==> config.mk <==
export PLATFORM = sky130hd
export DESIGN_NAME = json_string_unescape_decoder
export DESIGN_NICKNAME = d
export VERILOG_FILES = /design/src/jsud_pkg.sv /design/src/jsud_decode.sv /design/src/jsud_emit.sv /design/src/json_string_unescape_decoder.sv
export SDC_FILE = /design/constraint.sdc
export NUM_CORES = 1
export LEC_CHECK = 0
export ABC_CLOCK_PERIOD_IN_PS = 5900
export BUFFER_PORTS_ARGS = -buffer_cell sky130_fd_sc_hd__buf_2
export CAP_MARGIN = 25
export CORE_MARGIN = 2
export CORE_UTILIZATION = 65
export CTS_CLUSTER_SIZE = 28
export DETAILED_ROUTE_END_ITERATION = 7
export PLACE_DENSITY = 0.87
export SLEW_MARGIN = 20
export SYNTH_ARGS = -nofsm -noshare
export SYNTH_HDL_FRONTEND = slang
export SYNTH_HIERARCHICAL = 1
export SYNTH_SLANG_ARGS = --single-unit
export TNS_END_PERCENT = 100
==> constraint.sdc <==
create_clock -name clock -period 5.9 [get_ports clock]
set_clock_uncertainty 0.1 [all_clocks]
set_input_delay 0.295 -clock clock [delete_from_list [all_inputs] [get_ports clock]]
set_output_delay 0.295 -clock clock [all_outputs]
set_load 0.02 [all_outputs]
==> src/jsud_pkg.sv <==
// shared types and codes for the json string unescape decoder
// no dependencies
`default_nettype none

package jsud_pkg;

   localparam int unsigned MAX_RESULTS = 4;

   typedef enum logic [2:0] {
      PH_WAIT,
      PH_BODY,
      PH_ESC,
      PH_HEX,
      PH_SKIP
   } phase_type;

   localparam logic [2:0] ST_DATA  = 3'd0;
   localparam logic [2:0] ST_DONE  = 3'd1;
   localparam logic [2:0] ST_NOQ   = 3'd2;
   localparam logic [2:0] ST_BADHX = 3'd3;
   localparam logic [2:0] ST_TRUNC = 3'd4;

   typedef struct packed {
      phase_type   phase;
      logic [15:0] code_point;
      logic [1:0]  hex_seen;
   } dec_state_type;

   typedef struct packed {
      logic [MAX_RESULTS-1:0][7:0] data;
      logic [MAX_RESULTS-1:0][2:0] status;
      logic [2:0]                  count;
   } result_set_type;

endpackage

`default_nettype wire

==> src/jsud_decode.sv <==
// next-state and result logic for one source byte
// depends on jsud_pkg
`default_nettype none

module jsud_decode (
   input  wire logic [7:0]              in_byte,
   input  wire logic                    end_of_input,
   input  wire jsud_pkg::dec_state_type cur_state,
   output jsud_pkg::dec_state_type      nxt_state,
   output jsud_pkg::result_set_type     results
);

   localparam logic [7:0] CH_QUOTE  = 8'h22;
   localparam logic [7:0] CH_BSLASH = 8'h5C;
   localparam logic [7:0] CH_U      = 8'h75;
   localparam logic [7:0] CH_N      = 8'h6E;
   localparam logic [7:0] CH_R      = 8'h72;
   localparam logic [7:0] CH_T      = 8'h74;
   localparam logic [7:0] CH_B      = 8'h62;
   localparam logic [7:0] CH_F      = 8'h66;
   localparam logic [7:0] LEAD_2    = 8'hC0;
   localparam logic [7:0] LEAD_3    = 8'hE0;
   localparam logic [7:0] CONT      = 8'h80;

   // valid bit above the nibble
   function automatic logic [4:0] hex_value(input logic [7:0] h);
      logic [4:0] r;
      r = 5'd0;
      if (h >= 8'h30 && h <= 8'h39) begin
         r = {1'b1, h[3:0]};
      end else if ((h >= 8'h61 && h <= 8'h66) || (h >= 8'h41 && h <= 8'h46)) begin
         r = {1'b1, 4'(h[3:0] + 4'd9)};
      end
      return r;
   endfunction

   logic [4:0]  hex_d;
   logic [15:0] cp_new;
   logic [2:0]  n;
   logic        open_str;
   logic [7:0]  esc_byte;

   assign hex_d  = hex_value(in_byte);
   assign cp_new = {cur_state.code_point[11:0], hex_d[3:0]};

   always_comb begin
      case (in_byte)
         CH_N:    esc_byte = 8'h0A;
         CH_R:    esc_byte = 8'h0D;
         CH_T:    esc_byte = 8'h09;
         CH_B:    esc_byte = 8'h08;
         CH_F:    esc_byte = 8'h0C;
         default: esc_byte = in_byte;
      endcase
   end

   always_comb begin
      nxt_state      = cur_state;
      results.data   = '0;
      results.status = '0;
      n              = 3'd0;
      open_str       = 1'b0;
      case (cur_state.phase)
         jsud_pkg::PH_WAIT: begin
            if (in_byte == CH_QUOTE) begin
               nxt_state.phase = jsud_pkg::PH_BODY;
               open_str        = 1'b1;
            end else begin
               results.status[0] = jsud_pkg::ST_NOQ;
               n                 = 3'd1;
               nxt_state.phase   = jsud_pkg::PH_SKIP;
            end
         end
         jsud_pkg::PH_BODY: begin
            if (in_byte == CH_QUOTE) begin
               results.status[0] = jsud_pkg::ST_DONE;
               n                 = 3'd1;
               nxt_state.phase   = jsud_pkg::PH_SKIP;
            end else if (in_byte == CH_BSLASH) begin
               nxt_state.phase = jsud_pkg::PH_ESC;
               open_str        = 1'b1;
            end else begin
               results.data[0] = in_byte;
               n               = 3'd1;
               open_str        = 1'b1;
            end
         end
         jsud_pkg::PH_ESC: begin
            open_str = 1'b1;
            if (in_byte == CH_U) begin
               nxt_state.phase      = jsud_pkg::PH_HEX;
               nxt_state.code_point = '0;
               nxt_state.hex_seen   = '0;
            end else begin
               nxt_state.phase = jsud_pkg::PH_BODY;
               results.data[0] = esc_byte;
               n               = 3'd1;
            end
         end
         jsud_pkg::PH_HEX: begin
            if (!hex_d[4]) begin
               results.status[0] = jsud_pkg::ST_BADHX;
               n                 = 3'd1;
               nxt_state.phase   = jsud_pkg::PH_SKIP;
            end else begin
               open_str             = 1'b1;
               nxt_state.code_point = cp_new;
               if (cur_state.hex_seen == 2'd3) begin
                  nxt_state.hex_seen = 2'd0;
                  nxt_state.phase    = jsud_pkg::PH_BODY;
                  if (cp_new[15:7] == '0) begin
                     results.data[0] = cp_new[7:0];
                     n               = 3'd1;
                  end else if (cp_new[15:11] == '0) begin
                     results.data[0] = LEAD_2 | {3'b000, cp_new[10:6]};
                     results.data[1] = CONT | {2'b00, cp_new[5:0]};
                     n               = 3'd2;
                  end else begin
                     results.data[0] = LEAD_3 | {4'b0000, cp_new[15:12]};
                     results.data[1] = CONT | {2'b00, cp_new[11:6]};
                     results.data[2] = CONT | {2'b00, cp_new[5:0]};
                     n               = 3'd3;
                  end
               end else begin
                  nxt_state.hex_seen = 2'(cur_state.hex_seen + 2'd1);
               end
            end
         end
         default: begin
            nxt_state.phase = jsud_pkg::PH_SKIP;
         end
      endcase

      if (end_of_input) begin
         if (open_str) begin
            results.data[n[1:0]]   = 8'h00;
            results.status[n[1:0]] = jsud_pkg::ST_TRUNC;
            n                      = 3'(n + 3'd1);
         end
         nxt_state.phase      = jsud_pkg::PH_WAIT;
         nxt_state.code_point = '0;
         nxt_state.hex_seen   = '0;
      end
      results.count = n;
   end

endmodule

`default_nettype wire

==> src/jsud_emit.sv <==
// result register bank and serialiser onto the response stream
// depends on jsud_pkg
`default_nettype none

module jsud_emit (
   input  wire logic                     clock,
   input  wire logic                     reset,
   input  wire logic                     load,
   input  wire jsud_pkg::result_set_type results,
   output logic                          ready,
   output logic                          rsp_tvalid,
   input  wire logic                     rsp_tready,
   output logic [7:0]                    rsp_tdata,
   output logic [2:0]                    rsp_tuser,
   output logic                          rsp_tlast
);

   logic [jsud_pkg::MAX_RESULTS-1:0][7:0] data_ff;
   logic [jsud_pkg::MAX_RESULTS-1:0][2:0] status_ff;
   logic [2:0] count_ff, count_in;
   logic [1:0] index_ff, index_in;
   logic       take;
   logic       final_entry;

   assign rsp_tvalid  = count_ff != 3'd0;
   assign take        = rsp_tvalid && rsp_tready;
   assign final_entry = {1'b0, index_ff} == 3'(count_ff - 3'd1);
   assign ready       = !rsp_tvalid || (take && final_entry);

   assign rsp_tdata = data_ff[index_ff];
   assign rsp_tuser = status_ff[index_ff];
   assign rsp_tlast = final_entry;

   always_comb begin
      count_in = count_ff;
      index_in = index_ff;
      if (load) begin
         count_in = results.count;
         index_in = 2'd0;
      end else if (take) begin
         if (final_entry) begin
            count_in = 3'd0;
            index_in = 2'd0;
         end else begin
            index_in = 2'(index_ff + 2'd1);
         end
      end
   end

   always_ff @(posedge clock) begin
      if (reset) begin
         count_ff <= 3'd0;
         index_ff <= 2'd0;
      end else begin
         count_ff <= count_in;
         index_ff <= index_in;
      end
      if (load) begin
         data_ff   <= results.data;
         status_ff <= results.status;
      end
   end

endmodule

`default_nettype wire

==> src/json_string_unescape_decoder.sv <==
// top level of the json string unescape decoder
// depends on jsud_pkg, jsud_decode and jsud_emit
//
// Decodes one JSON string literal per frame, one source byte per transaction,
// with req_tlast on the final byte of the frame. Each byte gives zero to four
// response transactions (decoded bytes, a UTF-8 sequence of up to three bytes
// for a \u escape, and a status such as done, missing opening quote, bad hex
// digit or truncated); rsp_tlast marks the last one of each byte. A byte that
// gives at most one response is taken every cycle while rsp_tready is high; a
// byte that gives k responses holds req_tready low until the last of them has
// left the four-entry result bank; decoding is combinational into that bank.
`default_nettype none

module json_string_unescape_decoder (
   input  wire logic       clock,
   input  wire logic       reset,
   input  wire logic       req_tvalid,
   output logic            req_tready,
   input  wire logic [7:0] req_tdata,  // in_byte
   input  wire logic       req_tlast,  // end_of_input
   output logic            rsp_tvalid,
   input  wire logic       rsp_tready,
   output logic [7:0]      rsp_tdata,  // out_byte
   output logic [2:0]      rsp_tuser,  // status
   output logic            rsp_tlast   // last_of_run
);

   jsud_pkg::dec_state_type  state_ff, state_in;
   jsud_pkg::result_set_type results;
   logic                     accept;

   assign accept = req_tvalid && req_tready;

   jsud_decode u_decode (
      .in_byte      (req_tdata),
      .end_of_input (req_tlast),
      .cur_state    (state_ff),
      .nxt_state    (state_in),
      .results      (results)
   );

   jsud_emit u_emit (
      .clock      (clock),
      .reset      (reset),
      .load       (accept),
      .results    (results),
      .ready      (req_tready),
      .rsp_tvalid (rsp_tvalid),
      .rsp_tready (rsp_tready),
      .rsp_tdata  (rsp_tdata),
      .rsp_tuser  (rsp_tuser),
      .rsp_tlast  (rsp_tlast)
   );

   always_ff @(posedge clock) begin
      if (reset) begin
         state_ff.phase      <= jsud_pkg::PH_WAIT;
         state_ff.code_point <= '0;
         state_ff.hex_seen   <= '0;
      end else if (accept) begin
         state_ff <= state_in;
      end
   end

endmodule

`default_nettype wire
# Yosys cells after proc, flatten, opt, wreduce, memory -nomap -nowiden
# Cells that the tools add are included.
# classes
addsub	5
order_cmp	9
bitwise	5
n_eq_ne	17
mux	59
n_reduce_logical	22
# ops
operator	n
2-to-1 mux 36 bit	2
== test 8 x 7 -> 1 bit (second input constant)	7
2-to-1 mux 8 bit	7
2-to-1 mux 24 bit	2
2-to-1 mux 3 bit	16
case mux 8 bit (5 select lines)	1
2-to-1 mux 18 bit	2
case mux 18 bit (2 select lines)	1
bitwise AND 24 x 32 -> 32 bit	1
2-to-1 mux 16 bit	2
NOT 32 bit	1
case mux 3 bit (4 select lines)	2
case mux 8 bit (3 select lines)	1
2-to-1 mux 21 bit	1
binary-select mux 8 bit (select 2 bit)	1
demux 8 bit (select 2 bit)	1
greater-or-equal comparator 8 x 7 -> 1 bit (second input constant)	2
less-or-equal comparator 8 x 7 -> 1 bit (second input constant)	2
2-to-1 mux 14 bit	1
2-to-1 mux 2 bit	5
2-to-1 mux 5 bit	2
logical NOT 9 bit	1
case mux 3 bit (3 select lines)	1
bitwise AND 2 x 8 -> 8 bit	1
33 further kinds	54
# word_totals
regBits	66
inputBits	13
word_cells	130
out_inout_bits	14

# Depth between registers and ports, before layout
# logic_depth
depth_word	15
mapped_depth	16
mapped_depth_nobuf	13

# Modules after synthesis
# Netlist, hierarchy kept.
# modules_own_cells
module	cells_each	n_inst	area_per_inst_um2	seq_area_each_um2
jsud_emit	93	1	1959.4	1421.4
jsud_decode	271	1	1739.2	0.0
json_string_unescape_decoder	97	1	1013.5	420.4

# Worst setup path before layout
# Ideal clock, no wire load.
# synth_timing
path_kind	flip-flop to flip-flop
start	reg u_emit.count_ff[0]
end	reg u_emit.index_ff[1]
setup_time_ps	118
setup_slack_ps	2111
stages_incl_launch_ff	14
arrival_ps	3571
path_buffers	3
t_required_ps	5682
synth_period_minus_slack_ps	3789
cell_sequence	dfxtp_1 > inv_1 > ha_1 > xnor2_2 > nor3_4 > nand2_1 > nand2_1 > buf_4 > buf_2 > and2_1 > clkbuf_1 > nor2_1 > o21ai_0 > nor3_2
# synth_between
elab_chain_len	6
word_cells_on_any_way	10
# synth_rtl
element	line	text
start, declared	jsud_emit.sv:20	logic [2:0] count_ff, count_in;
start signal, assigned	jsud_emit.sv:55	count_ff <= count_in;
subtractor 3 x 1 -> 3 bit	jsud_emit.sv:27	assign final_entry = {1'b0, index_ff} == 3'(count_ff - 3'd1);
== test 2 x 3 -> 1 bit	jsud_emit.sv:27	
named net rsp_tlast	json_string_unescape_decoder.sv:25	output logic rsp_tlast
logical AND 1 bit	jsud_emit.sv:28	assign ready = !rsp_tvalid || (take && final_entry);
logical OR 1 bit	jsud_emit.sv:28	
named net req_tready	json_string_unescape_decoder.sv:18	output logic req_tready,
logical AND 1 bit	json_string_unescape_decoder.sv:32	assign accept = req_tvalid && req_tready;
named net accept	json_string_unescape_decoder.sv:30	logic accept;
OR reduction 2 bit (no source line)	--	
end signal, assigned	jsud_emit.sv:56	index_ff <= index_in;
end, declared	jsud_emit.sv:21	logic [1:0] index_ff, index_in;
# The timed path passes the listed nets, and every way through them passes these cells.
# A chain may end at the register's enable or synchronous reset.

==> impl_metrics.tcl <==
set metrics [dict create \
    start_util_pct 66.8 \
    clock_latency_ns 0.35 \
    hold_depth 4 \
    synth_cells 433 \
    end_kind "flop" \
    area_growth_pct 4.27 \
    cpMaxStageDelayCell "nor4b_1" \
    fin_hold_ws_ns 0.225 \
    grt_pass1_vias 3156 \
    most-common-layout-cells "44 x edfxtp_1, 32 x nand2_1, 31 x a21oi_1, 29 x nand3_1, 26 x buf_2" \
    drtIter0Drc 477 \
    hp-class "input pin to flop" \
    fin_crit_sh_pct 55.0 \
    met3_length_um 765 \
    met2_length_mm 4.62 \
    die_y_um 87.1 \
    core_um2 6720 \
    via_count 3462 \
    hold_buffers 0 \
    routedWlPerCell_um 18.7 \
    cap_violations 0 \
    syn-cell-area_um2 4490 \
    cts_sinks 66 \
    syn_area_per_cell_um2 10.4 \
    grt_pass1_wl_mm 15.6 \
    path_cells "buf_2 > inv_1 > ha_1 > and3_1 > nor4b_1 > a2111oi_0 > nand4b_1 > inv_1 > ha_1 > nand2_1 > a31oi_1 > o32a_1 > o21bai_1 > o32ai_1" \
    tritoncts "built" \
    path_clk_slew_ns 0.08 \
    cts-buffers-inserted 9 \
    cts_max_path_buffers 2 \
    crit_required_ns 5.89 \
    grt_max_degree 53 \
    rsz0062_at_grt "no" \
    report.final.slew_viol_count 0 \
    port_buffers 26 \
    postCtsSetupBuffers 0 \
    wirelength_met1_mm 3.93 \
    die_area_um2 7580 \
    num_antenna_cells 0 \
    pwr_density_cell_nw_per_um2 238 \
    layout_commonest_cell "edfxtp_1" \
    total_leakage_power_nw 1.63 \
    gp_congestion 1.02 \
    cts_resized 0 \
    antenna_left 0 \
    r2r_slack_ns 2.67 \
    nNetsFinal 459 \
    cp-start-kind "input pin" \
    slew-limit-headroom_pct 32.6 \
    fp-row-count 30 \
    layout_min_cycle_time_ns 3.25 \
    top_layer "met4" \
    status "finished, final reports clean" \
    peakVddDrop_uv 115 \
    dr.pass1.iters 5 \
    cpPeakStageDelay_ns 0.52 \
    path_max_fanout 10 \
    htreeDepth 3 \
    track_usage_pct 27.1 \
    routed_via_density 6.67 \
    drive_above_1_share_pct 21.2 \
    hpwl_mm 6.84 \
    worstPathArrival_ns 3.24 \
    timing.fmax_mhz 308 \
    die_x_um 87.1 \
    hold_viol_final 0 \
    setup_viol 0 \
    antenna_found_initial 0 \
    worst_pin_slew_ns 1.00 \
    ys_warn_count 6 \
    io_pins 27 \
    r2r_cells 9 \
    critical_path_class "input pin to flop" \
    cts_root_buf "clkbuf_8" \
    gr-total-overflow 0 \
    fin_tns_setup_ns 0 \
    drc 0 \
    routed_wl_mm 9.72 \
]
-- sequential cells by signal, indices dropped and copies added (netlist names) --
signal,cells
u_emit/status_ff,12
u_emit/index_ff,2
u_emit/count_ff,3
state_ff,17
u_emit/data_ff,32
-- power breakdown --
| group | total (mW) | internal (mW) | switching, mW |
|---|---|---|---|
| registers | 0.528 | 0.518 | 0.0103 |
| clock network | 0.472 | 0.285 | 0.187 |
| logic | 0.113 | 0.0379 | 0.0755 |
-- area by class of cell --
| type | count | area [um^2] |
|---|---|---|
| multi-input cells | 316 | 2370 |
| clock buffers | 9 | 124 |
| flip-flops and latches | 66 | 1760 |
| clock inverters | 7 | 125 |
| repair buffers | 28 | 145 |
| well taps | 80 | 100 |
| inverters | 13 | 48.8 |
| fillers | 490 | 2040 |
-- critical path: cells and delay by family --
family	cells	cell delay, ns
and+or+nand+nor	4	1.11
buffers and inverters	3	0.47
adders and majority gates	2	0.38
AOI/OAI and AO/OA	5	0.97
-- metal layers --
layer  GRT usage [%]  up-vias
li1                -     1599
met2            43.2      201
met5               0        -
met3            4.83       37
met4            13.5        0
met1            35.5     1625
-- worst paths after layout --
kind / startpoint / end
setup / recovery: req_tdata[0] / u_emit/data_ff[2]
hold / removal: rsp_tready / u_emit/index_ff[0]
setup reg to reg: state_ff[8] / u_emit/data_ff[2]
hold reg to reg: u_emit/count_ff[2] / u_emit/count_ff[2]
-- stage by stage --
stage / std cells / cell area (um^2) / utilization (%) / power [mW] / worst slack, ns
2_1_floorplan: 448 / 4540 / - / 0.637 / 2.15
3_3_place_gp: 503 / 4430 / 65.9 / 0.646 / 2.54
3_5_place_dp: 503 / 4430 / 65.9 / 0.652 / 2.36
4_1_cts: 519 / 4680 / 69.6 / 1.12 / 2.47
5_1_grt: 519 / 4680 / 69.6 / 1.15 / 2.40
6_report: 519 / 4680 / 69.6 / 1.11 / 2.65
(Power assumes the default switching activity.)
